$ cat src/hdl/sorted_event_queue_unit_macros.svh
// ----------------------------------------------------------------------------
// Sorted event queue assertion macros
// Concurrent check wrappers; they expand to nothing in synthesis builds.
// ----------------------------------------------------------------------------
`ifndef SORTED_EVENT_QUEUE_UNIT_MACROS_SVH
`define SORTED_EVENT_QUEUE_UNIT_MACROS_SVH

`ifndef SYNTHESIS

// expr must hold at every clock edge outside reset
`define SEQ_ASSERT_ALWAYS(label, clk, rst, expr) \
   label: assert property (@(posedge clk) disable iff (rst) (expr)) \
      else $error("sorted event queue: check failed");

// ant at an edge implies cons at the same edge
`define SEQ_ASSERT_IMPLY(label, clk, rst, ant, cons) \
   label: assert property (@(posedge clk) disable iff (rst) (ant) |-> (cons)) \
      else $error("sorted event queue: implication failed");

// ant at an edge implies cons at the next edge
`define SEQ_ASSERT_NEXT(label, clk, rst, ant, cons) \
   label: assert property (@(posedge clk) disable iff (rst) (ant) |=> (cons)) \
      else $error("sorted event queue: next-cycle check failed");

`else

`define SEQ_ASSERT_ALWAYS(label, clk, rst, expr)
`define SEQ_ASSERT_IMPLY(label, clk, rst, ant, cons)
`define SEQ_ASSERT_NEXT(label, clk, rst, ant, cons)

`endif

`endif

$ cat src/hdl/seq_pkg.sv
// ----------------------------------------------------------------------------
// Sorted event queue package
// Command codes and the sequencer state type shared by the queue files.
// ----------------------------------------------------------------------------
package seq_pkg;

   // command field of a request word
   typedef logic [1:0] cmd_type;

   localparam cmd_type CMD_INSERT    = 2'd0;
   localparam cmd_type CMD_REMOVE_ID = 2'd1;
   localparam cmd_type CMD_POP       = 2'd2;

   // sequencer states
   typedef enum logic [3:0] {
      ST_IDLE,
      ST_INS_RD,
      ST_INS_CMP,
      ST_INS_PUT,
      ST_SRCH_RD,
      ST_SRCH_CMP,
      ST_SHIFT_RD,
      ST_SHIFT_WR,
      ST_DONE
   } state_type;

endpackage

$ cat src/hdl/seq_req_if.sv
// ----------------------------------------------------------------------------
// Sorted event queue request channel
// Valid/ready channel carrying one command word.
// ----------------------------------------------------------------------------
interface seq_req_if #(
   parameter int ID_BITS   = 8,
   parameter int TIME_BITS = 32
);
   logic                 valid;
   logic                 ready;
   seq_pkg::cmd_type     command;
   logic [ID_BITS-1:0]   process_id;
   logic [TIME_BITS-1:0] event_time;
   logic                 tie_before;

   modport source (
      output valid, command, process_id, event_time, tie_before,
      input  ready
   );

   modport sink (
      input  valid, command, process_id, event_time, tie_before,
      output ready
   );
endinterface

$ cat src/hdl/seq_rsp_if.sv
// ----------------------------------------------------------------------------
// Sorted event queue response channel
// Valid/ready channel carrying one result word.
// ----------------------------------------------------------------------------
interface seq_rsp_if #(
   parameter int ID_BITS    = 8,
   parameter int TIME_BITS  = 32,
   parameter int COUNT_BITS = 5
);
   logic                  valid;
   logic                  ready;
   logic                  found;
   logic [ID_BITS-1:0]    removed_id;
   logic [TIME_BITS-1:0]  removed_time;
   logic                  overflow;
   logic [COUNT_BITS-1:0] entries_held;

   modport source (
      output valid, found, removed_id, removed_time, overflow, entries_held,
      input  ready
   );

   modport sink (
      input  valid, found, removed_id, removed_time, overflow, entries_held,
      output ready
   );
endinterface

$ cat src/hdl/sorted_event_queue_unit.sv
// ----------------------------------------------------------------------------
// Sorted event queue unit
// Time-ordered list of (process id, event time) entries held in one RAM.
// ----------------------------------------------------------------------------
// The list lives in a single RAM with one write port and one registered read
// port; a sequencer walks it one entry at a time. An insert starts at the
// tail and moves entries up by one slot until it finds its place, reading
// every entry it moves and, unless the new entry lands at the head, the one
// entry that stops the walk. A remove by id or a pop scans from the head, one
// entry read per step, and then moves the entries behind the hit down by one;
// a pop thus takes the head entry and moves every other entry down. A remove
// or pop on an empty list, an insert on a full list and an unused command go
// straight to the done state. The RAM read-to-write round trip per entry
// sets the pace of the walk. A new request word is taken as soon as the
// sequencer is idle, even while the previous result word still waits in the
// output register. The RAM needs no clearing after reset.
// ----------------------------------------------------------------------------
`include "sorted_event_queue_unit_macros.svh"

module sorted_event_queue_unit #(
   parameter int QUEUE_DEPTH = 16,
   parameter int ID_BITS     = 8,
   parameter int TIME_BITS   = 32
) (
   input logic      clock,
   input logic      reset,
   seq_req_if.sink  req_chan,
   seq_rsp_if.source rsp_chan
);

   localparam int AddrBits  = $clog2(QUEUE_DEPTH);
   localparam int CountBits = $clog2(QUEUE_DEPTH + 1);
   localparam int EntryBits = ID_BITS + TIME_BITS;

   localparam logic [CountBits-1:0] DepthCount = CountBits'(QUEUE_DEPTH);
   localparam logic [CountBits-1:0] ZeroCount  = CountBits'(0);
   localparam logic [CountBits-1:0] OneCount   = CountBits'(1);
   localparam logic [CountBits-1:0] TwoCount   = CountBits'(2);

   // sequencer and operand registers
   seq_pkg::state_type   state_ff, state_in;
   seq_pkg::cmd_type     cmd_ff, cmd_in;
   logic [ID_BITS-1:0]   key_id_ff, key_id_in;
   logic [TIME_BITS-1:0] key_time_ff, key_time_in;
   logic                 tie_ff, tie_in;
   logic [CountBits-1:0] pos_ff, pos_in;
   logic [CountBits-1:0] fill_ff, fill_in;

   // result being built
   logic                 found_ff, found_in;
   logic [ID_BITS-1:0]   rid_ff, rid_in;
   logic [TIME_BITS-1:0] rtm_ff, rtm_in;
   logic                 ovf_ff, ovf_in;

   // output register
   logic                 rsp_valid_ff, rsp_valid_in;
   logic                 rsp_found_ff, rsp_found_in;
   logic [ID_BITS-1:0]   rsp_id_ff, rsp_id_in;
   logic [TIME_BITS-1:0] rsp_time_ff, rsp_time_in;
   logic                 rsp_ovf_ff, rsp_ovf_in;
   logic [CountBits-1:0] rsp_held_ff, rsp_held_in;

   // entry RAM
   logic [EntryBits-1:0] mem [QUEUE_DEPTH];
   logic [EntryBits-1:0] rd_data_ff;
   logic                 mem_we;
   logic [AddrBits-1:0]  mem_waddr;
   logic [EntryBits-1:0] mem_wdata;
   logic [AddrBits-1:0]  mem_raddr;

   // decode
   logic                 accept;
   logic                 rsp_free;
   logic [TIME_BITS-1:0] rd_time;
   logic [ID_BITS-1:0]   rd_id;
   logic                 later;
   logic                 hit;
   logic [CountBits-1:0] pos_next;
   logic [CountBits-1:0] pos_prev;
   logic [CountBits-1:0] pos_next2;
   logic                 scan_last;
   logic                 shift_last;

   assign accept    = req_chan.valid && req_chan.ready;
   assign rsp_free  = !rsp_valid_ff || rsp_chan.ready;
   assign rd_time   = rd_data_ff[TIME_BITS-1:0];
   assign rd_id     = rd_data_ff[EntryBits-1:TIME_BITS];
   // stored entry goes behind the new one
   assign later     = tie_ff ? (rd_time >= key_time_ff) : (rd_time > key_time_ff);
   assign hit       = (cmd_ff == seq_pkg::CMD_POP) || (rd_id == key_id_ff);
   assign pos_next  = pos_ff + OneCount;
   assign pos_prev  = pos_ff - OneCount;
   assign pos_next2 = pos_ff + TwoCount;
   assign scan_last  = pos_next >= fill_ff;
   assign shift_last = pos_next2 >= fill_ff;

   assign req_chan.ready = (state_ff == seq_pkg::ST_IDLE);

   assign rsp_chan.valid        = rsp_valid_ff;
   assign rsp_chan.found        = rsp_found_ff;
   assign rsp_chan.removed_id   = rsp_id_ff;
   assign rsp_chan.removed_time = rsp_time_ff;
   assign rsp_chan.overflow     = rsp_ovf_ff;
   assign rsp_chan.entries_held = rsp_held_ff;

   // next state
   always_comb begin
      state_in = state_ff;
      case (state_ff)
         seq_pkg::ST_IDLE: begin
            if (accept) begin
               case (req_chan.command)
                  seq_pkg::CMD_INSERT: begin
                     if (fill_ff == DepthCount) state_in = seq_pkg::ST_DONE;
                     else if (fill_ff == ZeroCount) state_in = seq_pkg::ST_INS_PUT;
                     else state_in = seq_pkg::ST_INS_RD;
                  end
                  seq_pkg::CMD_REMOVE_ID,
                  seq_pkg::CMD_POP: begin
                     if (fill_ff == ZeroCount) state_in = seq_pkg::ST_DONE;
                     else state_in = seq_pkg::ST_SRCH_RD;
                  end
                  default: state_in = seq_pkg::ST_DONE;
               endcase
            end
         end
         seq_pkg::ST_INS_RD: state_in = seq_pkg::ST_INS_CMP;
         seq_pkg::ST_INS_CMP: begin
            if (later && (pos_ff != OneCount)) state_in = seq_pkg::ST_INS_RD;
            else state_in = seq_pkg::ST_INS_PUT;
         end
         seq_pkg::ST_INS_PUT: state_in = seq_pkg::ST_DONE;
         seq_pkg::ST_SRCH_RD: state_in = seq_pkg::ST_SRCH_CMP;
         seq_pkg::ST_SRCH_CMP: begin
            if (scan_last) state_in = seq_pkg::ST_DONE;
            else if (hit) state_in = seq_pkg::ST_SHIFT_RD;
            else state_in = seq_pkg::ST_SRCH_RD;
         end
         seq_pkg::ST_SHIFT_RD: state_in = seq_pkg::ST_SHIFT_WR;
         seq_pkg::ST_SHIFT_WR: begin
            if (shift_last) state_in = seq_pkg::ST_DONE;
            else state_in = seq_pkg::ST_SHIFT_RD;
         end
         seq_pkg::ST_DONE: begin
            if (rsp_free) state_in = seq_pkg::ST_IDLE;
         end
         default: state_in = seq_pkg::ST_IDLE;
      endcase
   end

   // datapath, RAM control and result word
   always_comb begin
      cmd_in      = cmd_ff;
      key_id_in   = key_id_ff;
      key_time_in = key_time_ff;
      tie_in      = tie_ff;
      pos_in      = pos_ff;
      fill_in     = fill_ff;
      found_in    = found_ff;
      rid_in      = rid_ff;
      rtm_in      = rtm_ff;
      ovf_in      = ovf_ff;
      mem_we      = 1'b0;
      mem_waddr   = pos_ff[AddrBits-1:0];
      mem_wdata   = rd_data_ff;
      mem_raddr   = pos_ff[AddrBits-1:0];

      rsp_valid_in = rsp_valid_ff && !rsp_chan.ready;
      rsp_found_in = rsp_found_ff;
      rsp_id_in    = rsp_id_ff;
      rsp_time_in  = rsp_time_ff;
      rsp_ovf_in   = rsp_ovf_ff;
      rsp_held_in  = rsp_held_ff;

      case (state_ff)
         seq_pkg::ST_IDLE: begin
            if (accept) begin
               cmd_in      = req_chan.command;
               key_id_in   = req_chan.process_id;
               key_time_in = req_chan.event_time;
               tie_in      = req_chan.tie_before;
               found_in    = 1'b0;
               rid_in      = '0;
               rtm_in      = '0;
               ovf_in      = (req_chan.command == seq_pkg::CMD_INSERT) &&
                             (fill_ff == DepthCount);
               pos_in      = (req_chan.command == seq_pkg::CMD_INSERT) ? fill_ff : ZeroCount;
            end
         end
         // read the entry just below the insert point
         seq_pkg::ST_INS_RD: begin
            mem_raddr = pos_prev[AddrBits-1:0];
         end
         // move it up one slot when it sorts after the new entry
         seq_pkg::ST_INS_CMP: begin
            if (later) begin
               mem_we = 1'b1;
               pos_in = pos_prev;
            end
         end
         seq_pkg::ST_INS_PUT: begin
            mem_we    = 1'b1;
            mem_wdata = {key_id_ff, key_time_ff};
            fill_in   = fill_ff + OneCount;
         end
         seq_pkg::ST_SRCH_RD: begin
            mem_raddr = pos_ff[AddrBits-1:0];
         end
         // first match from the head wins
         seq_pkg::ST_SRCH_CMP: begin
            if (hit) begin
               found_in = 1'b1;
               rid_in   = rd_id;
               rtm_in   = rd_time;
               if (scan_last) fill_in = fill_ff - OneCount;
            end else begin
               pos_in = pos_next;
            end
         end
         // close the gap: slot pos takes slot pos + 1
         seq_pkg::ST_SHIFT_RD: begin
            mem_raddr = pos_next[AddrBits-1:0];
         end
         seq_pkg::ST_SHIFT_WR: begin
            mem_we = 1'b1;
            pos_in = pos_next;
            if (shift_last) fill_in = fill_ff - OneCount;
         end
         seq_pkg::ST_DONE: begin
            if (rsp_free) begin
               rsp_valid_in = 1'b1;
               rsp_found_in = found_ff;
               rsp_id_in    = rid_ff;
               rsp_time_in  = rtm_ff;
               rsp_ovf_in   = ovf_ff;
               rsp_held_in  = fill_ff;
            end
         end
         default: begin
         end
      endcase
   end

   // entry RAM, registered read
   always_ff @(posedge clock) begin
      if (mem_we) mem[mem_waddr] <= mem_wdata;
      rd_data_ff <= mem[mem_raddr];
   end

   // control registers
   always_ff @(posedge clock) begin
      if (reset) begin
         state_ff     <= seq_pkg::ST_IDLE;
         fill_ff      <= ZeroCount;
         rsp_valid_ff <= 1'b0;
      end else begin
         state_ff     <= state_in;
         fill_ff      <= fill_in;
         rsp_valid_ff <= rsp_valid_in;
      end
   end

   // payload registers
   always_ff @(posedge clock) begin
      cmd_ff       <= cmd_in;
      key_id_ff    <= key_id_in;
      key_time_ff  <= key_time_in;
      tie_ff       <= tie_in;
      pos_ff       <= pos_in;
      found_ff     <= found_in;
      rid_ff       <= rid_in;
      rtm_ff       <= rtm_in;
      ovf_ff       <= ovf_in;
      rsp_found_ff <= rsp_found_in;
      rsp_id_ff    <= rsp_id_in;
      rsp_time_ff  <= rsp_time_in;
      rsp_ovf_ff   <= rsp_ovf_in;
      rsp_held_ff  <= rsp_held_in;
   end

   // checks
   `SEQ_ASSERT_ALWAYS(a_fill_bound, clock, reset, fill_ff <= DepthCount)
   `SEQ_ASSERT_IMPLY(a_found_ovf_excl, clock, reset, rsp_valid_ff,
                     !(rsp_found_ff && rsp_ovf_ff))
   `SEQ_ASSERT_IMPLY(a_ovf_full, clock, reset, rsp_valid_ff && rsp_ovf_ff,
                     rsp_held_ff == DepthCount)
   `SEQ_ASSERT_IMPLY(a_scan_in_list, clock, reset,
                     (state_ff == seq_pkg::ST_SRCH_CMP) || (state_ff == seq_pkg::ST_SHIFT_WR),
                     pos_ff < fill_ff)
   `SEQ_ASSERT_NEXT(a_done_loads, clock, reset, (state_ff == seq_pkg::ST_DONE) && rsp_free,
                    rsp_valid_ff && (state_ff == seq_pkg::ST_IDLE))

endmodule

$ cat src/flat_wrapper.sv
// flat-port wrapper written by rule: the top's interface ports become plain ports
module sorted_event_queue_unit_flat 
#(
   parameter int QUEUE_DEPTH = 16,
   parameter int ID_BITS     = 8,
   parameter int TIME_BITS   = 32
)
  (clock, reset, req_chan_valid, req_chan_command, req_chan_process_id, req_chan_event_time, req_chan_tie_before, req_chan_ready, rsp_chan_valid, rsp_chan_found, rsp_chan_removed_id, rsp_chan_removed_time, rsp_chan_overflow, rsp_chan_entries_held, rsp_chan_ready);
  seq_req_if #(.ID_BITS(ID_BITS), .TIME_BITS(TIME_BITS)) req_chan_i ();
  seq_rsp_if #(.ID_BITS(ID_BITS), .TIME_BITS(TIME_BITS), .COUNT_BITS((5))) rsp_chan_i ();
  input logic clock;
  input logic reset;
  input wire logic [$bits(req_chan_i.valid)-1:0] req_chan_valid;
  input wire logic [$bits(req_chan_i.command)-1:0] req_chan_command;
  input wire logic [$bits(req_chan_i.process_id)-1:0] req_chan_process_id;
  input wire logic [$bits(req_chan_i.event_time)-1:0] req_chan_event_time;
  input wire logic [$bits(req_chan_i.tie_before)-1:0] req_chan_tie_before;
  output wire logic [$bits(req_chan_i.ready)-1:0] req_chan_ready;
  output wire logic [$bits(rsp_chan_i.valid)-1:0] rsp_chan_valid;
  output wire logic [$bits(rsp_chan_i.found)-1:0] rsp_chan_found;
  output wire logic [$bits(rsp_chan_i.removed_id)-1:0] rsp_chan_removed_id;
  output wire logic [$bits(rsp_chan_i.removed_time)-1:0] rsp_chan_removed_time;
  output wire logic [$bits(rsp_chan_i.overflow)-1:0] rsp_chan_overflow;
  output wire logic [$bits(rsp_chan_i.entries_held)-1:0] rsp_chan_entries_held;
  input wire logic [$bits(rsp_chan_i.ready)-1:0] rsp_chan_ready;
  assign req_chan_i.valid = req_chan_valid;
  assign req_chan_i.command = req_chan_command;
  assign req_chan_i.process_id = req_chan_process_id;
  assign req_chan_i.event_time = req_chan_event_time;
  assign req_chan_i.tie_before = req_chan_tie_before;
  assign req_chan_ready = req_chan_i.ready;
  assign rsp_chan_valid = rsp_chan_i.valid;
  assign rsp_chan_found = rsp_chan_i.found;
  assign rsp_chan_removed_id = rsp_chan_i.removed_id;
  assign rsp_chan_removed_time = rsp_chan_i.removed_time;
  assign rsp_chan_overflow = rsp_chan_i.overflow;
  assign rsp_chan_entries_held = rsp_chan_i.entries_held;
  assign rsp_chan_i.ready = rsp_chan_ready;
  sorted_event_queue_unit #(.QUEUE_DEPTH(QUEUE_DEPTH), .ID_BITS(ID_BITS), .TIME_BITS(TIME_BITS)) u_core (.clock(clock), .reset(reset), .req_chan(req_chan_i), .rsp_chan(rsp_chan_i));
endmodule
$ cat config.mk
export PLATFORM = sky130hd
export DESIGN_NAME = sorted_event_queue_unit_flat
export DESIGN_NICKNAME = d
export VERILOG_FILES = /design/src/hdl/seq_pkg.sv /design/src/hdl/seq_req_if.sv /design/src/hdl/seq_rsp_if.sv /design/src/hdl/sorted_event_queue_unit.sv /design/src/flat_wrapper.sv
export VERILOG_INCLUDE_DIRS = /design/src /design/src/hdl
export SDC_FILE = /design/constraint.sdc
export NUM_CORES = 1
export LEC_CHECK = 0
export ABC_AREA = 1
export BUFFER_PORTS_ARGS = -buffer_cell sky130_fd_sc_hd__buf_2
export CAP_MARGIN = 40
export CORE_UTILIZATION = 65
export DETAILED_ROUTE_END_ITERATION = 16
export PLACE_DENSITY = 0.87
export RECOVER_POWER = 50
export SYNTH_ARGS = -nofsm -noshare
export SYNTH_HDL_FRONTEND = slang
export SYNTH_SLANG_ARGS = --single-unit
export TNS_END_PERCENT = 10
$ cat constraint.sdc
create_clock -name clock -period 8.5 [get_ports clock]
set_input_delay 0.85 -clock clock [delete_from_list [all_inputs] [get_ports clock]]
set_output_delay 0.85 -clock clock [all_outputs]
set_load 0.1 [all_outputs]
==> results by group, run 1 <==
Min path
  – HP Class: in2reg

Placement
  – GP Congestion: 0.936
  – Port Buf Inserts: 95
  – Dpl ws: 4450 ps
  – Post-DP HPWL: 46.1 mm

GRT
  – Congestion Overflow GR: 0
  – Initial antenna violation count: 0
  – Met3 usage: 6.16%
  – Met1 Usage GRT: 41.1%
  – GRT Total Usage: 33.1%
  – First-pass GRT wire length: 139 mm
  – Vias in the first global route: 24900
  – GR Util met2: 54.8%
  – Gr busiest metal: met2
  – Largest net degree at the start of global routing: 243

Power and ir drop
  – Combinational Power Share: 27.6%
  – Sw Share: 34.3%
  – P per Cell Area: 311 mW/mm²
  – Total power: 12.3 mW
  – Leak: 17.0 nW
  – Part of the power in the clock network: 28.6%
  – P_sw: 4.20 mW
  – Peak supply drop: 0.284 mV
  – Internal power: 8.06 mW
  – Flop pwr share: 43.8%

STA
  – Final period util: 68.3%
  – RSZ-0062 raised after global routing: false
  – Skew final: 21.3 ps
  – Final worst slack: 2690 ps
  – Final min period: 5810 ps
  – Max-slew violations: 159
  – Setup TNS: 0 ps
  – Highest Clock Rate: 0.172 GHz
  – Fin. Hold Viols: 0
  – Final Setup Violations: 0
  – Slew @ Worst Pin: 4010 ps
  – Slew margin rel.: -168%

CTS
  – CTS buffer count: 78
  – Post-CTS sizing: 0
  – Clk sink count: 827
  – Clock Pin Slew Worst Setup and Hold Paths: 60 ps
  – Clock tree from TritonCTS: done
  – Clk_lat worst skew: 630 ps
  – Post-cts hold buffer count: 0
  – H-Tree Depth: 3
  – Post-CTS setup buffers: 0
  – Clock Tree Root: clkbuf_16
  – Deepest clock path buffer count: 3

Synthesis
  – Post-synth top area cell: edfxtp_1
  – Syn Inst Count: 3400
  – Synth warnings: 0
  – Async SR Flop Fraction: 0%
  – Avg Cell Area, Syn: 10.5 µm²
  – Top cells by area, synth: edfxtp_1 (65%), nand2_1 (9.4%), nand3_1 (7.5%), inv_1 (7.2%), dfxtp_1 (2.8%)
  – Register bit total from synthesis: 827
  – Share of the synthesized area in the top cell type: 65.4%
  – Mapped Nets: 3502
  – Main synth FF type: edfxtp_1
  – Post-synthesis cell type count: 37
  – Sequential area share after synthesis: 68.2%
  – Number of synthesized flops with an enable pin: 777
  – Cell Area, Synth: 0.0357 mm²

Floorplanning
  – Die height: 236 µm
  – Row count: 85
  – IO Count: 96
  – Starting Density: 66.0%
  – Full die area: 0.0558 mm²
  – Core ar.: 0.0540 mm²
  – Die width: 236 µm

Routing
  – Residual DRC count: 0
  – DR WL/cell: 21.8 µm
  – Antenna-violating nets left: 0
  – DRT Wirelength: 92.9 mm
  – Drt first pass iters: 7
  – Routed vias: 25400
  – Via density: 5.95
  – Initial DRC count: 4120

Outcome
  – Failing checks: capacitance limit, slew limit
  – Outcome: complete, but fails checks

Cells and area
  – Diode count: 0
  – Fillers: 3178
  – Layout area overhead: 10.5%
  – Most frequent cells in the layout: nand2_1 (896), edfxtp_1 (777), inv_1 (688), nand3_1 (536), clkbuf_1 (114)
  – Fraction of layout cells with a size suffix above 1: 6.10%
  – Most common cell after layout, fill and taps aside: nand2_1
  – Final nets: 3610

Setup path
  – Worst Setup Path Type: reg2reg
  – Crit path max fanout: 80
  – CP startpoint kind: flop
  – Critical Path AT: 6160 ps
  – Critical Path Sink Type: flop
  – Worst EP required: 8860 ps

Job
  – Max_cap viols: 3
worst paths after layout:
| path | start | end | slack (ps) | cells after the start |
|---|---|---|---|---|
| setup / recovery | u_core.state_ff[3] | u_core.mem[9][16] | 2690 | 6 |
| hold / removal | req_chan_process_id[2] | u_core.key_id_ff[2] | 400 | 1 |
| setup reg to reg | u_core.state_ff[3] | u_core.mem[9][16] | 2690 | 6 |
| hold reg to reg | u_core.rtm_ff[17] | u_core.rsp_chan.removed_time[17] | 410 | 0 |
cells by family (layout without fill, tap and decap cells):
group                      Yosys count  count (layout)  synth area share, %
and+or+nand+nor                   1570            1570                 18.7
xor gates and xnor gates            19              19                0.509
buffers and inverters              839            1010                 9.20
adders and majority gates           55              55                 1.95
AOI/OAI and AO/OA                   90              90                 1.40
DFF                                827             827                 68.2
sequential cells by signal (all words and copies together), names as in the netlist, 4 cells and up:
register	count
u_core.rid_ff	8
u_core.rd_data_ff	40
u_core.rsp_chan.removed_time	32
u_core.key_time_ff	32
u_core.pos_ff	5
u_core.rsp_chan.entries_held	5
u_core.fill_ff	5
u_core.state_ff	4
u_core.rsp_chan.removed_id	8
u_core.mem	640
u_core.rtm_ff	32
u_core.key_id_ff	8
worst max-delay path, stage by stage (launching register included):
cell,delay (ps)
dfxtp_1,340
nor2_1,220
inv_1,140
nor2_1,160
clkbuf_1,2820
o21ai_0,1330
buf_4,490
power groups by stage:
stage	registers [mW]	clock network [mW]	logic, mW
global placement	5.41	0	3.08
finish	5.37	3.51	3.38
global route	5.37	3.66	3.63
floorplan	5.54	0	2.09
CTS	5.34	3.51	3.37
detailed placement	5.42	0	3.27
area by class of cell:
type,instances,area [µm²],share of cell area [%]
Sequential cell,827,24300,61.8
Clock buffer,102,2130,5.40
Timing Repair Buffer,172,925,2.35
Clock inverter,41,422,1.07
Inverter,695,2610,6.63
Multi-Input combinational cell,1734,8100,20.6
Tap cell,696,871,2.21
synth_stat cells, types with 2 or more instances:
master / count
dfxtp_1: 50
nand2_1: 896
inv_1: 688
nor3_2: 2
a21o_1: 2
o21a_1: 2
nor2_1: 99
nand3b_1: 2
nand3_1: 536
nor4_1: 2
buf_4: 7
o21ai_0: 50
o21ai_1: 2
clkbuf_1: 46
inv_2: 6
or2_2: 4
a21oi_1: 23
and2_1: 16
buf_1: 7
edfxtp_1: 777
xor2_2: 2
ha_1: 54
xor2_1: 9
o22ai_1: 2
nor3_1: 3
buf_2: 84
nand4_1: 9
xnor2_1: 8
o211ai_1: 4
layer usage:
layer / up-vias / share of wire [%]
met5: - / 0
met1: 11800 / 33
li1: 11200 / -
met4: 0 / 6.0
met2: 2025 / 48
met3: 430 / 12
per-stage QoR:
stage	hold slack (ps)	utilization (%)	area, µm²	instances
3_5_place_dp	405	68.7	37100	4124
4_1_cts	381	73.4	39600	4267
3_3_place_gp	401	68.4	37000	4115
6_report	401	72.9	39400	4267
5_1_grt	403	72.9	39400	4267
2_1_floorplan	400	-	35700	3400
Power figures use the tool's default switching activity.
==> inputs of run 2 (changes only) <==
--- a/config.mk
+++ b/config.mk
@@ -6,12 +6,12 @@
 export SDC_FILE = /design/constraint.sdc
 export NUM_CORES = 1
 export LEC_CHECK = 0
-export ABC_AREA = 1
+export ABC_AREA = 0
 export BUFFER_PORTS_ARGS = -buffer_cell sky130_fd_sc_hd__buf_2
 export CAP_MARGIN = 40
-export CORE_UTILIZATION = 65
+export CORE_UTILIZATION = 57
 export DETAILED_ROUTE_END_ITERATION = 16
-export PLACE_DENSITY = 0.87
+export PLACE_DENSITY = 0.81
 export RECOVER_POWER = 50
 export SYNTH_ARGS = -nofsm -noshare
 export SYNTH_HDL_FRONTEND = slang
==> constraint.sdc (replaced) <==
create_clock -name clock -period 4.7 [get_ports clock]
set_input_delay 0.47 -clock clock [delete_from_list [all_inputs] [get_ports clock]]
set_output_delay 0.47 -clock clock [all_outputs]
set_load 0.1 [all_outputs]
==> results by group, run 2 <==
GRT
  – Congestion Overflow GR: 0
  – Vias in the first global route: 24200
  – Largest net degree at the start of global routing: 290
  – First-pass GRT wire length: 142 mm
  – GRT Total Usage: 27.6%
  – Initial antenna violation count: 3

CTS
  – Clock tree from TritonCTS: done
  – Post-cts hold buffer count: 19
  – Post-CTS setup buffers: 0
  – Clk sink count: 827
  – CTS buffer count: 83
  – Clk_lat worst skew: 650 ps
  – Post-CTS sizing: 0
  – Clock Tree Root: clkbuf_16
  – Deepest clock path buffer count: 3
  – H-Tree Depth: 3
  – Clock Pin Slew Worst Setup and Hold Paths: 60 ps

Floorplanning
  – IO Count: 96
  – Row count: 94
  – Core ar.: 0.0662 mm²
  – Starting Density: 58.0%
  – Die height: 262 µm
  – Full die area: 0.0684 mm²
  – Die width: 262 µm

STA
  – Max-slew violations: 27
  – Final Setup Violations: 0
  – Final worst slack: 425 ps
  – Final min period: 4280 ps
  – Highest Clock Rate: 0.234 GHz
  – Slew margin rel.: -56.8%
  – RSZ-0062 raised after global routing: false
  – Skew final: 20.0 ps
  – Fin. Hold Viols: 0
  – Slew @ Worst Pin: 2350 ps
  – Setup TNS: 0 ps
  – Final period util: 91.0%

Setup path
  – Worst EP required: 4970 ps
  – CP startpoint kind: flop
  – CP max stage cell: clkbuf_1
  – Cell Chain, Critical Path: nor2b_1 -> and2_0 -> clkbuf_1 -> mux2_1
  – Critical Path Sink Type: flop
  – Crit path buffers/inverters: 1
  – Worst Setup Path Type: reg2reg
  – Largest delay share family, worst path: simple AND/OR/NAND/NOR gates
  – Crit path max fanout: 18
  – Worst stage delay on the critical path: 1140 ps
  – Critical Path AT: 4550 ps

Routing
  – DR WL/cell: 24.6 µm
  – Residual DRC count: 0
  – Drt first pass iters: 6
  – DRT Wirelength: 94.1 mm
  – Antenna-violating nets left: 0
  – Initial DRC count: 2926
  – Via density: 6.47
  – Routed vias: 24800

Synthesis
  – Main synth FF type: edfxtp_1
  – Synth warnings: 0
  – Most frequent cell after synthesis: edfxtp_1
  – Cell Area, Synth: 0.0384 mm²
  – Async SR Flop Fraction: 0%
  – Top cells by area, synth: edfxtp_1 (61%), mux2i_1 (8.4%), nand2b_1 (4.0%), nand2_1 (3.4%), a211oi_1 (3.2%)
  – Post-synth top area cell: edfxtp_1
  – Syn Inst Count: 2850
  – Share of the synthesized area in the top cell type: 60.8%
  – Avg Cell Area, Syn: 13.5 µm²
  – Post-synthesis cell type count: 62
  – Mapped Nets: 2952
  – Number of synthesized flops with an enable pin: 777
  – Sequential area share after synthesis: 63.4%
  – Register bit total from synthesis: 827
  – Top cells by count, synth: edfxtp_1 (777), nand2_1 (347), mux2i_1 (321)

Outcome
  – Failing checks: capacitance limit, slew limit
  – Outcome: complete, but fails checks

Power and ir drop
  – Peak supply drop: 0.343 mV
  – P per Cell Area: 493 mW/mm²
  – Leak: 15.0 nW

Cells and area
  – Biggest registers after layout: u_core.mem: 640 flops, u_core.rd_data_ff: 40 flops
  – Fraction of layout cells with a size suffix above 1: 9.46%
  – Final nets: 2994
  – Multi-input gate area: 0.0131 mm²
  – Fillers: 4502
  – Most common cell after layout, fill and taps aside: edfxtp_1
  – Max reg flops: 640
  – Register Area: 0.0243 mm²
  – Layout area overhead: 11.7%
  – Largest register by flop count: u_core.mem
  – Most frequent cells in the layout: edfxtp_1 (777), nand2_1 (347), mux2i_1 (321), nand2b_1 (247), a211oi_1 (162)

Job
  – Max_cap viols: 1

Placement
  – Dpl ws: 823 ps
  – GP Congestion: 0.898
  – Port Buf Inserts: 95
  – Post-DP HPWL: 53.3 mm

Min path
  – HP Class: in2reg
[run 2: changes by cell type after synthesis, sizes merged, moves of 46 or more]
cell    previous run  this run
a311oi             0        82
nand3            536        11
nand2            897       348
a22oi              1        80
a211oi             0       163
nand2b             0       247
buf               98        52
clkbuf            46       165
mux2i              0       321
inv              694        47
a21oi             25       109
[run 2: kinds of logic (layout without fill, tap and decap cells)]
kind of cell,count (synthesis),in the layout,synth area share [%]
muxes,401,401,11.9
xor gates and xnor gates,21,21,0.528
and+or+nand+nor,778,778,9.81
other,0,3,0
DFF,827,827,63.4
AOI/OAI and AO/OA,503,503,9.35
buffers and inverters,265,376,3.21
adders and majority gates,55,55,1.81
[run 2: worst register-to-register path: cells and delay by family (launching register included)]
family                 cells  cell delay [ps]
AND/OR/NAND/NOR            2             1390
flip-flops                 1              680
buffers and inverters      1             1160
multiplexers               1              680
[run 2: path summary, 6_finish.rpt]
| check | from | endpoint | slack, ps | cells past startpoint |
|---|---|---|---|---|
| min reg2reg | u_core.rtm_ff[27] | u_core.rsp_chan.removed_time[27] | 410 | 0 |
| max reg2reg | u_core.state_ff[0] | u_core.mem[7][13] | 420 | 4 |
| max | u_core.state_ff[0] | u_core.mem[7][13] | 420 | 4 |
| min | req_chan_event_time[20] | u_core.key_time_ff[20] | 30 | 1 |
[run 2: routing by layer]
layer / GRT usage, % / wire (µm) / vias to the layer above
li1: - / - / 10900
met3: 4.81 / 8520 / 223
met1: 37.5 / 37000 / 12300
met2: 44.7 / 45500 / 1390
met5: 0 / 0 / -
met4: 10.2 / 3080 / 0
[run 2: cell type report]
cell class,count,area share (%)
Inverter,48,0.420
Clock buffer,107,5.34
Timing Repair Buffer,174,3.25
Clock inverter,47,1.04
Multi-Input combinational cell,1758,30.6
Sequential cell,827,56.8
Antenna cell,3,0.0175
Tap cell,864,2.52
[run 2: power by group]
part	internal, mW	switching, mW	total [mW]	leakage, nW
Sequential	9.34	0.281	9.62	7.50
Combinational	1.61	3.27	4.88	6.17
Clock	3.84	2.81	6.64	1.33
Total	14.8	6.36	21.1	15.0
[run 2: metrics by stage]
step | instances | util [%] | instance area (µm²) | hold WS, ps | power [mW]
2_1_floorplan | 2850 | - | 38400 | 400 | 13.1
3_3_place_gp | 3649 | 60.4 | 40000 | 403 | 14.3
3_5_place_dp | 3651 | 60.5 | 40000 | 405 | 14.6
4_1_cts | 3824 | 64.9 | 43000 | 0.885 | 21.2
5_1_grt | 3825 | 64.7 | 42800 | 7.87 | 21.8
6_report | 3828 | 64.7 | 42900 | 28.7 | 21.1
